===== config.mk =====
export PLATFORM = sky130hd
export DESIGN_NAME = frequent_port_tracker
export DESIGN_NICKNAME = d
export VERILOG_FILES = /design/src/hdl/fpt_pkg.sv /design/src/hdl/frequent_port_tracker.sv /design/src/hdl/fpt_cell.sv
export VERILOG_INCLUDE_DIRS = /design/src /design/src/hdl
export SDC_FILE = /design/constraint.sdc
export NUM_CORES = 2
export LEC_CHECK = 0
export ABC_AREA = 0
export BUFFER_PORTS_ARGS = -buffer_cell sky130_fd_sc_hd__buf_4
export CAP_MARGIN = 20
export CORE_UTILIZATION = 30
export CTS_CLUSTER_SIZE = 20
export DETAILED_ROUTE_END_ITERATION = 16
export PLACE_DENSITY_LB_ADDON = 0.2
export SKIP_LAST_GASP = 1
export SLEW_MARGIN = 5
export SYNTH_ARGS = -nofsm -noshare
export SYNTH_HDL_FRONTEND = slang
export SYNTH_SLANG_ARGS = --single-unit
export TNS_END_PERCENT = 30

===== constraint.sdc =====
create_clock -name clk_i -period 6.6 [get_ports clk_i]
set_input_delay 0.33 -clock clk_i [delete_from_list [all_inputs] [get_ports clk_i]]
set_output_delay 0.33 -clock clk_i [all_outputs]
set_load 0.01 [all_outputs]

===== src/hdl/frequent_port_tracker_assert.svh =====
// Assertion macros for the frequent port tracker.
`ifndef FREQUENT_PORT_TRACKER_ASSERT_SVH
`define FREQUENT_PORT_TRACKER_ASSERT_SVH

// Same-cycle implication, checked out of reset.
`define FPT_ASSERT_SAME(label, ante, cons) \
  label: assert property (@(posedge clk_i) disable iff (!rst_ni) (ante) |-> (cons)) \
    else $error("frequent_port_tracker: assertion failed");

// Next-cycle implication, checked out of reset.
`define FPT_ASSERT_NEXT(label, ante, cons) \
  label: assert property (@(posedge clk_i) disable iff (!rst_ni) (ante) |=> (cons)) \
    else $error("frequent_port_tracker: assertion failed");

`endif


===== src/hdl/fpt_pkg.sv =====
// Shared constants, codes and link types of the frequent port tracker.
package fpt_pkg;

  localparam int ENTRIES        = 8;
  localparam int COUNT_BITS     = 32;
  localparam int IDX_BITS       = (ENTRIES > 1) ? $clog2(ENTRIES) : 1;
  localparam int PORT_BITS      = 16;
  localparam int KIND_BITS      = 2;
  localparam int SLOT_BITS      = 3;
  localparam int STATUS_BITS    = 3;
  localparam int COUNT_OUT_BITS = 32;

  localparam logic [KIND_BITS-1:0] KIND_OBSERVE = 2'd0;
  localparam logic [KIND_BITS-1:0] KIND_READ    = 2'd1;
  localparam logic [KIND_BITS-1:0] KIND_CLEAR   = 2'd2;
  localparam logic [KIND_BITS-1:0] KIND_NONE    = 2'd3;

  localparam logic [STATUS_BITS-1:0] STATUS_INC   = 3'd0;
  localparam logic [STATUS_BITS-1:0] STATUS_INS   = 3'd1;
  localparam logic [STATUS_BITS-1:0] STATUS_DEC   = 3'd2;
  localparam logic [STATUS_BITS-1:0] STATUS_READ  = 3'd3;
  localparam logic [STATUS_BITS-1:0] STATUS_CLEAR = 3'd4;

  localparam logic [COUNT_BITS-1:0] COUNT_MAX = {COUNT_BITS{1'b1}};

  typedef struct packed {
    logic                  eval;
    logic                  apply;
    logic [KIND_BITS-1:0]  kind;
    logic [PORT_BITS-1:0]  port;
    logic [SLOT_BITS-1:0]  rd_slot;
    logic                  any_hit;
    logic                  any_free;
  } fpt_ctrl_t;

  typedef struct packed {
    logic                  hit;
    logic                  free;
    logic [IDX_BITS-1:0]   idx;
    logic [COUNT_BITS-1:0] count;
    logic [PORT_BITS-1:0]  port;
  } fpt_link_t;

endpackage


===== src/hdl/frequent_port_tracker.sv =====
// Top level of the frequent port tracker: control, cell chain and result register.
//
// A heavy-hitter table of port numbers in a row of slot cells. Each beat has a
// compare step and an update step: in the compare step, every cell compares the
// observed port with its own entry and the chain ripples first-match and
// first-free through the row; in the update step, the chosen cell updates (or all
// counts step down or clear; a read changes nothing) and the touched slot's contents
// ripple out to the result register. A new beat is taken in the update step of the
// previous one; the update waits while a previous result is held and not taken.
// Reset clears all slots at once; no clearing pass is needed.
`include "frequent_port_tracker_assert.svh"

module frequent_port_tracker (
  input  logic                               clk_i,
  input  logic                               rst_ni,
  input  logic                               in_valid_i,
  output logic                               in_ready_o,
  input  logic [fpt_pkg::KIND_BITS-1:0]      kind_i,
  input  logic [fpt_pkg::PORT_BITS-1:0]      port_i,
  input  logic [fpt_pkg::SLOT_BITS-1:0]      slot_i,
  output logic                               out_valid_o,
  input  logic                               out_ready_i,
  output logic [fpt_pkg::STATUS_BITS-1:0]    status_o,
  output logic [fpt_pkg::SLOT_BITS-1:0]      slot_used_o,
  output logic [fpt_pkg::COUNT_OUT_BITS-1:0] count_o,
  output logic [fpt_pkg::PORT_BITS-1:0]      port_held_o
);

  localparam logic [1:0] ST_IDLE  = 2'd0;
  localparam logic [1:0] ST_EVAL  = 2'd1;
  localparam logic [1:0] ST_APPLY = 2'd2;

  logic [1:0]                         state_q, state_d;
  logic [fpt_pkg::KIND_BITS-1:0]      kind_q, kind_d;
  logic [fpt_pkg::PORT_BITS-1:0]      port_q, port_d;
  logic [fpt_pkg::SLOT_BITS-1:0]      slot_q, slot_d;
  logic                               any_hit_q, any_hit_d;
  logic                               any_free_q, any_free_d;
  logic                               out_valid_q, out_valid_d;
  logic [fpt_pkg::STATUS_BITS-1:0]    status_q, status_d;
  logic [fpt_pkg::SLOT_BITS-1:0]      slot_used_q, slot_used_d;
  logic [fpt_pkg::COUNT_OUT_BITS-1:0] count_q, count_d;
  logic [fpt_pkg::PORT_BITS-1:0]      port_held_q, port_held_d;

  logic               accept, apply_fire, emit;
  fpt_pkg::fpt_ctrl_t ctrl;
  fpt_pkg::fpt_link_t link [fpt_pkg::ENTRIES+1];
  fpt_pkg::fpt_link_t tail;

  assign apply_fire = (state_q == ST_APPLY) &&
                      ((kind_q == fpt_pkg::KIND_NONE) || !out_valid_q || out_ready_i);
  assign emit       = apply_fire && (kind_q != fpt_pkg::KIND_NONE);
  assign in_ready_o = (state_q == ST_IDLE) || apply_fire;
  assign accept     = in_valid_i && in_ready_o;

  assign ctrl.eval     = (state_q == ST_EVAL);
  assign ctrl.apply    = apply_fire;
  assign ctrl.kind     = kind_q;
  assign ctrl.port     = port_q;
  assign ctrl.rd_slot  = slot_q;
  assign ctrl.any_hit  = any_hit_q;
  assign ctrl.any_free = any_free_q;

  assign link[0] = '0;

  for (genvar g = 0; g < fpt_pkg::ENTRIES; g++) begin : g_cell
    fpt_cell u_cell (
      .clk_i      (clk_i),
      .rst_ni     (rst_ni),
      .ctrl_i     (ctrl),
      .cell_idx_i (fpt_pkg::IDX_BITS'(g)),
      .chain_i    (link[g]),
      .chain_o    (link[g+1])
    );
  end

  assign tail = link[fpt_pkg::ENTRIES];

  always_comb begin
    state_d = state_q;
    if (accept) begin
      state_d = ST_EVAL;
    end else begin
      unique case (state_q)
        ST_IDLE:  state_d = ST_IDLE;
        ST_EVAL:  state_d = ST_APPLY;
        ST_APPLY: state_d = apply_fire ? ST_IDLE : ST_APPLY;
        default:  state_d = ST_IDLE;
      endcase
    end
  end

  assign kind_d     = accept ? kind_i : kind_q;
  assign port_d     = accept ? port_i : port_q;
  assign slot_d     = accept ? slot_i : slot_q;
  assign any_hit_d  = ctrl.eval ? tail.hit  : any_hit_q;
  assign any_free_d = ctrl.eval ? tail.free : any_free_q;

  always_comb begin
    status_d    = status_q;
    slot_used_d = slot_used_q;
    count_d     = count_q;
    port_held_d = port_held_q;
    if (emit) begin
      count_d     = fpt_pkg::COUNT_OUT_BITS'(tail.count);
      port_held_d = tail.port;
      slot_used_d = '0;
      unique case (kind_q)
        fpt_pkg::KIND_OBSERVE: begin
          if (any_hit_q) begin
            status_d    = fpt_pkg::STATUS_INC;
            slot_used_d = fpt_pkg::SLOT_BITS'(tail.idx);
          end else if (any_free_q) begin
            status_d    = fpt_pkg::STATUS_INS;
            slot_used_d = fpt_pkg::SLOT_BITS'(tail.idx);
          end else begin
            status_d = fpt_pkg::STATUS_DEC;
          end
        end
        fpt_pkg::KIND_READ: begin
          status_d    = fpt_pkg::STATUS_READ;
          slot_used_d = slot_q;
        end
        default: status_d = fpt_pkg::STATUS_CLEAR;
      endcase
    end
  end

  always_comb begin
    out_valid_d = out_valid_q;
    if (emit) begin
      out_valid_d = 1'b1;
    end else if (out_ready_i) begin
      out_valid_d = 1'b0;
    end
  end

  always_ff @(posedge clk_i or negedge rst_ni) begin
    if (!rst_ni) begin
      state_q     <= ST_IDLE;
      out_valid_q <= 1'b0;
    end else begin
      state_q     <= state_d;
      out_valid_q <= out_valid_d;
    end
  end

  always_ff @(posedge clk_i) begin
    kind_q      <= kind_d;
    port_q      <= port_d;
    slot_q      <= slot_d;
    any_hit_q   <= any_hit_d;
    any_free_q  <= any_free_d;
    status_q    <= status_d;
    slot_used_q <= slot_used_d;
    count_q     <= count_d;
    port_held_q <= port_held_d;
  end

  assign out_valid_o = out_valid_q;
  assign status_o    = status_q;
  assign slot_used_o = slot_used_q;
  assign count_o     = count_q;
  assign port_held_o = port_held_q;

  `FPT_ASSERT_NEXT(a_accept_to_eval, accept, state_q == ST_EVAL)
  `FPT_ASSERT_NEXT(a_eval_to_apply, state_q == ST_EVAL, state_q == ST_APPLY)
  `FPT_ASSERT_NEXT(a_insert_count_one,
                   emit && (kind_q == fpt_pkg::KIND_OBSERVE) && !any_hit_q && any_free_q,
                   (status_o == fpt_pkg::STATUS_INS) && (count_o == 1) &&
                   (port_held_o == $past(port_q)))
  `FPT_ASSERT_NEXT(a_read_slot_echo, emit && (kind_q == fpt_pkg::KIND_READ),
                   out_valid_o && (slot_used_o == $past(slot_q)))
  `FPT_ASSERT_SAME(a_bulk_zero,
                   out_valid_o && ((status_o == fpt_pkg::STATUS_DEC) ||
                                   (status_o == fpt_pkg::STATUS_CLEAR)),
                   (count_o == 0) && (port_held_o == 0) && (slot_used_o == 0))

endmodule


===== src/hdl/fpt_cell.sv =====
// One table slot: port and count, with its link into the cell chain.
module fpt_cell (
  input  logic                          clk_i,
  input  logic                          rst_ni,
  input  fpt_pkg::fpt_ctrl_t            ctrl_i,
  input  logic [fpt_pkg::IDX_BITS-1:0]  cell_idx_i,
  input  fpt_pkg::fpt_link_t            chain_i,
  output fpt_pkg::fpt_link_t            chain_o
);

  logic [fpt_pkg::PORT_BITS-1:0]  port_q, port_d, port_nx;
  logic [fpt_pkg::COUNT_BITS-1:0] count_q, count_d, count_nx;
  logic                           inc_q, inc_d;
  logic                           ins_q, ins_d;
  logic                           match, free, rd_sel, my_sel;

  assign free   = (count_q == '0);
  assign match  = !free && (port_q == ctrl_i.port);
  assign rd_sel = (32'(ctrl_i.rd_slot) == 32'(cell_idx_i));

  // capture first-match and first-free during compare
  assign inc_d = ctrl_i.eval ? (match && !chain_i.hit) : inc_q;
  assign ins_d = ctrl_i.eval ? (free && !chain_i.free) : ins_q;

  always_comb begin
    count_nx = count_q;
    port_nx  = port_q;
    my_sel   = 1'b0;
    case (ctrl_i.kind)
      fpt_pkg::KIND_OBSERVE: begin
        if (ctrl_i.any_hit) begin
          my_sel = inc_q;
          if (inc_q && (count_q != fpt_pkg::COUNT_MAX)) begin
            count_nx = count_q + 1'b1;
          end
        end else if (ctrl_i.any_free) begin
          my_sel = ins_q;
          if (ins_q) begin
            port_nx  = ctrl_i.port;
            count_nx = fpt_pkg::COUNT_BITS'(1);
          end
        end else begin
          count_nx = count_q - 1'b1;
        end
      end
      fpt_pkg::KIND_READ: begin
        my_sel = rd_sel;
      end
      fpt_pkg::KIND_CLEAR: begin
        count_nx = '0;
      end
      default: ;
    endcase
  end

  assign count_d = ctrl_i.apply ? count_nx : count_q;
  assign port_d  = ctrl_i.apply ? port_nx  : port_q;

  always_comb begin
    chain_o      = chain_i;
    chain_o.hit  = chain_i.hit  || match;
    chain_o.free = chain_i.free || free;
    if (my_sel) begin
      chain_o.idx   = cell_idx_i;
      chain_o.count = count_nx;
      chain_o.port  = port_nx;
    end
  end

  always_ff @(posedge clk_i or negedge rst_ni) begin
    if (!rst_ni) begin
      port_q  <= '0;
      count_q <= '0;
    end else begin
      port_q  <= port_d;
      count_q <= count_d;
    end
  end

  always_ff @(posedge clk_i) begin
    inc_q <= inc_d;
    ins_q <= ins_d;
  end

endmodule

# Word level (Yosys, flattened, before mapping)
# Index checks and enable logic that the tools add are counted.
# op_classes
mux	115
n_addsub	16
reduce_logical	84
eq_ne	29
# ops
operator	n
2-to-1 mux 32 bit	32
2-to-1 mux 16 bit	32
one-hot mux 32 bit (2 select lines)	8
adder 32 x 1 -> 32 bit, second input constant	8
zero test 32 bit	8
inequality test 32 bit, second input constant	8
subtractor 32 x 1 -> 32 bit, second input constant	8
2-to-1 mux 51 bit	4
equality test 16 bit	8
2-to-1 mux 50 bit	2
2-to-1 mux 49 bit	1
2-to-1 mux 48 bit	1
logical AND 1 bit	33
zero test 1 bit	22
2-to-1 mux 1 bit	18
logical OR 1 bit	17
one-hot mux 1 bit (2 select lines)	8
equality test 3 bit, second input constant	4
one-hot mux 3 bit (2 select lines)	2
2-to-1 mux 2 bit	4
equality test 2 bit, second input constant	3
equality test 3 x 2 -> 1 bit, second input constant	2
2-to-1 mux 3 bit	2
equality test 2 x 1 -> 1 bit, second input constant	2
other kinds (6)	7
# word_totals
inputBits	25
output_inout_bits	56
word_cells	287
regBits	480

# Longest topological paths before layout
# logic_depth
ltp_word	16
ltp_mapped	13
depth_no_buf	10

# Cells and area by module
# From an unflattened synthesis, not the netlist that was laid out.
# unflattened
cells_unflattened	6158
area_unflattened_um2	45927.8
# modules_own_cells
mod	cells_per_inst	area_each_um2	n_inst	seq_area_each_um2
fpt_cell at g_cell[0].u_cell ...	759	5432.7	5	1261.2
fpt_cell at g_cell[5].u_cell ...	740	5291.3	2	1261.2
fpt_cell at g_cell[7].u_cell	765	5570.3	1	1261.2
frequent_port_tracker	118	2611.3	1	2387.3

# Worst setup path after synthesis
# OpenSTA, ideal clock, no wires.
# synth_path
path_kind	reg-to-reg
from	register g_cell[1].u_cell.count_q[0] (netlist bit)
to	register count_q (netlist bit count_o[7]), data pin
n_path_buf	1
period_less_slack_ps	3140
t_required_ps	6339
setup_ps	261
path_slack_ps	3460
t_arrival_ps	2878
stages_incl_launch_ff	11
path_cell_list	dfrtp_1 > ha_1 > and4_1 > clkbuf_1 > nand3_1 > o311ai_0 > or3_1 > a22oi_1 > a221o_1 > o31ai_1 > a21oi_1
# synth_rtl
element	line	text
from (decl)	fpt_cell.sv:12	logic [fpt_pkg::COUNT_BITS-1:0] count_q, count_d, count_nx;
from (signal assigned)	fpt_cell.sv:76	count_q <= count_d;
to (signal assigned)	frequent_port_tracker.sv:156	count_q <= count_d;
to (decl)	frequent_port_tracker.sv:42	logic [fpt_pkg::COUNT_OUT_BITS-1:0] count_q, count_d;

==> summary.md <==
| Metric | Value |
|---|---|
| Status | finished clean |
| Slew headroom | 15.00% |
| # resized after CTS | 0 |
| Period utilisation layout | 76.59% |
| Hold_buf cts | 22 |
| Ys async rst share | 80.63% |
| Combinational Power Share | 35.5% |
| Syn. warnings | 0 |
| Vias in the first global route | 42220 |
| First-pass iteration count of the detailed router | 6 |
| Slowest-stage cell, CP | a311oi_1 |
| Kind of start point of the critical path | register |
| Syn Area/Cell | 7.792 sq um |
| IO buf count | 80 |
| Critical Path RT | 7.14 ns |
| Psw | 5.845 mW |
| DR vias/cell | 6.567 |
| Ports | 81 |
| Synth-to-Final Area Change | 10.34% |
| Peak VDD IR | 0.2043 mV |
| Top-area cell type share of the netlist area | 22.69% |
| Ranking of synthesized cells by area | dfrtp_1, edfxtp_1, nand2_1 |
| Die Wd | 379.2 microns |
| CTS Buf Count | 67 |
| Clk pin slew, worst setup/hold paths | 0.06 ns |
| Number of clock sinks | 480 |
| Crit path DAT | 5.60 ns |
| Crit path top cell by count | buf_4 |
| Site row count | 138 |
| EDFF count, synth | 93 |
| Post-synthesis cell count | 5478 |
| Fin. max-slew vios | 0 |
| # setup viols final | 0 |
| Post-layout util | 33.31% |
| CTS tree | built |
| DR iter-0 viols | 6677 |
| Die H | 379.2 microns |
| Post-CTS setup buffers | 0 |
| Worst Hold Class | in2reg |
| Clock power frac | 29.5% |
| CP Buf/Inv Count | 4 |
| Final Non-Filler Cells | 7154 |
| Largest net degree at the start of global routing | 146 |
| Post-DP HPWL | 159.4 mm |
| Worst setup slack after layout | 1.545 ns |
| Placed insts | 7006 |
| First-pass GRT wire length | 319.4 mm |
| Biggest area consumer among synthesized cells | dfrtp_1 |
| Final nets | 5262 |
| Syn nets | 5529 |
| Die ar. | 0.1438 sq mm |
| Most used flip-flop cell after synthesis | dfrtp_1 |
| FF+latch count, synth | 480 |
| RSZ-0062 raised after global routing | false |
| Final Hold Fails | 0 |
| Fin crit period | 5.055 ns |
| Switch share | 45.00% |
| Ratio of cells with drive above 1 in the final layout | 11.46% |
| Setup TNS | 0 ns |
| Post-synth design cell area | 0.04268 sq mm |
| Worst-path cell chain | buf_4 -> inv_1 -> buf_4 -> and4_1 -> a221o_1 -> buf_4 -> or2_2 -> a311oi_1 -> o211ai_1 -> nand3_1 |
| Vias | 46980 |
| Largest delay share family, worst path | compound AO/OA/AOI/OAI gates |
| Initial core utilization | 30.18% |
| Worst-Margin Slew | 1.266 ns |
| Internal power | 7.143 mW |
| H-tree depth | 3 |
| Wire length per cell | 31.25 microns |
| Pwr dens | 275.8 mW/mm^2 |
| Routability cong. | 1.023 |
| Global route overflow | 0 |
| Worst Setup End Kind | register |
| Register Area | 0.01248 sq mm |
| DP Worst Slack | 1.847 ns |
| Core Region | 0.1414 sq mm |
| LEAKAGE | 16.81 nW |
| Post-synthesis sequential area ratio | 29.23% |
| Fillers | 14990 |
| Part of the power in registers | 35.1% |
| Max Cap Viol | 0 |
| GRT Util Overall | 30.27% |
| CP peak stage delay | 0.94 ns |
| Highest clock rate | 0.1978 GHz |
| Worst Path Max Fanout | 33 |
| Critical path class | reg2reg |
| Post-Route Skew | 0.03644 ns |
| Final ANT Viol Nets | 0 |
| Root buf cell | clkbuf_16 |
| Number of distinct library cells after synthesis | 107 |
| Initial antenna violation count | 11 |
| WL final | 223.6 mm |
| Skew-Pair Late Insertion Delay | 0.71 ns |
| DRC violations left | 0 |
| Deepest clock path buffer count | 3 |
| Multi-input logic area | 0.02768 sq mm |
| Final Power | 12.99 mW |
-- layer usage --
| metal | vias up | wire length [microns] | GRT usage, % |
|---|---|---|---|
| li1 | 20230 | - | - |
| met1 | 23230 | 94000 | 41.75 |
| met2 | 2961 | 94890 | 44.78 |
| met3 | 551 | 21710 | 5.772 |
| met4 | 4 | 12930 | 15.01 |
| met5 | - | 34 | 0 |
-- cell type report --
class,instances,share of cell area (%)
multi-input cells,4336,58.76
flip-flops and latches,480,26.49
well taps,1890,5.021
repair buffers,247,4.367
clock buffers,93,4.048
clock inverters,28,0.6747
inverters,79,0.6349
diodes,1,0.005313
-- cell usage in the layout, fill, tap and decap left out, types with 140 or more instances in the layout --
| cell | Yosys | routed |
|---|---|---|
| mux2i_1 | 182 | 182 |
| buf_4 | 2 | 206 |
| dfrtp_1 | 387 | 387 |
| nor4_1 | 145 | 145 |
| o21ai_0 | 417 | 417 |
| nand2_1 | 616 | 614 |
| mux2_2 | 159 | 159 |
| nor3_1 | 191 | 188 |
| a21oi_1 | 291 | 290 |
| nand3_1 | 181 | 181 |
| xnor2_1 | 140 | 140 |
| nor2_1 | 380 | 372 |
| nand4_1 | 169 | 169 |
-- through the flow --
| step | cell area (sq um) | hold WS [ns] |
|---|---|---|
| CTS | 47060 | 0.1011 |
| floorplan | 42680 | 0.03441 |
| global placement | 44570 | 0.3057 |
| detailed placement | 44620 | 0.3013 |
| global route | 47100 | 0.1449 |
| finish | 47100 | 0.1421 |
-- cell usage after synthesis (30+ instances only) --
| master | number |
|---|---|
| xor2_1 | 64 |
| clkbuf_1 | 485 |
| o221ai_1 | 33 |
| a22o_1 | 35 |
| xnor2_1 | 140 |
| or3_1 | 66 |
| and4_1 | 57 |
| a221oi_1 | 43 |
| mux2_2 | 159 |
| a21oi_1 | 291 |
| dfrtp_1 | 387 |
| a22oi_1 | 30 |
| buf_1 | 44 |
| and2_1 | 50 |
| o311ai_0 | 35 |
| o211ai_1 | 73 |
| o31ai_1 | 51 |
| nand2_1 | 616 |
| mux2i_1 | 182 |
| buf_2 | 37 |
| o22ai_1 | 66 |
| and3_1 | 70 |
| a21o_1 | 39 |
| or4_1 | 60 |
| a211oi_1 | 52 |
| a31oi_1 | 116 |
| nor4_1 | 145 |
| nor3_1 | 191 |
| o21ai_0 | 417 |
| nand3_1 | 181 |
| inv_1 | 77 |
| nand4_1 | 169 |
| nor2_1 | 380 |
| edfxtp_1 | 93 |
-- flip-flops by register name, summed over array words and instances, names as in the netlist --
name	count
count_o	32
g_cell.u_cell.ins_q	8
any_free_q	1
g_cell.u_cell.inc_q	8
status_o	3
slot_q	3
any_hit_q	1
state_q	2
g_cell.u_cell.port_q	128
g_cell.u_cell.count_q	256
kind_q	2
port_held_o	16
slot_used_o	3
out_valid_o	1
port_q	16
-- cell families (layout without fill, tap and decap cells) --
kind of cell,count (synthesis),in the layout,synth area share [%]
muxes,342,342,8.515
DFF,480,480,29.23
and+or+nand+nor,2161,2161,25.99
other,0,1,0
buffers and inverters,662,447,6.244
xor gates and xnor gates,204,204,4.186
adders and majority gates,26,26,0.7621
AOI/OAI and AO/OA,1603,1603,25.08
-- worst min-delay path, cell delays in order --
cell and delay [ns]:
buf_4 0.07, nand2b_1 0.29, nand2_1 0.10
-- power groups by stage --
stage,clock [mW],combinational (mW),sequential (mW)
2_1_floorplan,0,3.39,3.76
3_3_place_gp,0,4.41,4.54
3_5_place_dp,0,4.41,4.54
4_1_cts,3.88,4.44,4.49
5_1_grt,3.99,4.85,4.63
6_report,3.83,4.60,4.55
-- final timing paths --
path                                       startpoint                           end  slack, ns  cells past startpoint
setup / recovery                            kind_q[1]                   count_o[13]       1.54                     10
setup reg to reg                            kind_q[1]                   count_o[13]       1.54                     10
max in group asynchronous                      rst_ni   g_cell[6].u_cell.count_q[1]       5.10                      3
min in group asynchronous                      rst_ni  g_cell[1].u_cell.count_q[29]       0.15                      2
hold reg to reg            g_cell[7].u_cell.port_q[5]    g_cell[7].u_cell.port_q[5]       0.55                      1
hold / removal                            out_ready_i                   out_valid_o       0.14                      3
(Power assumes the default switching activity.)
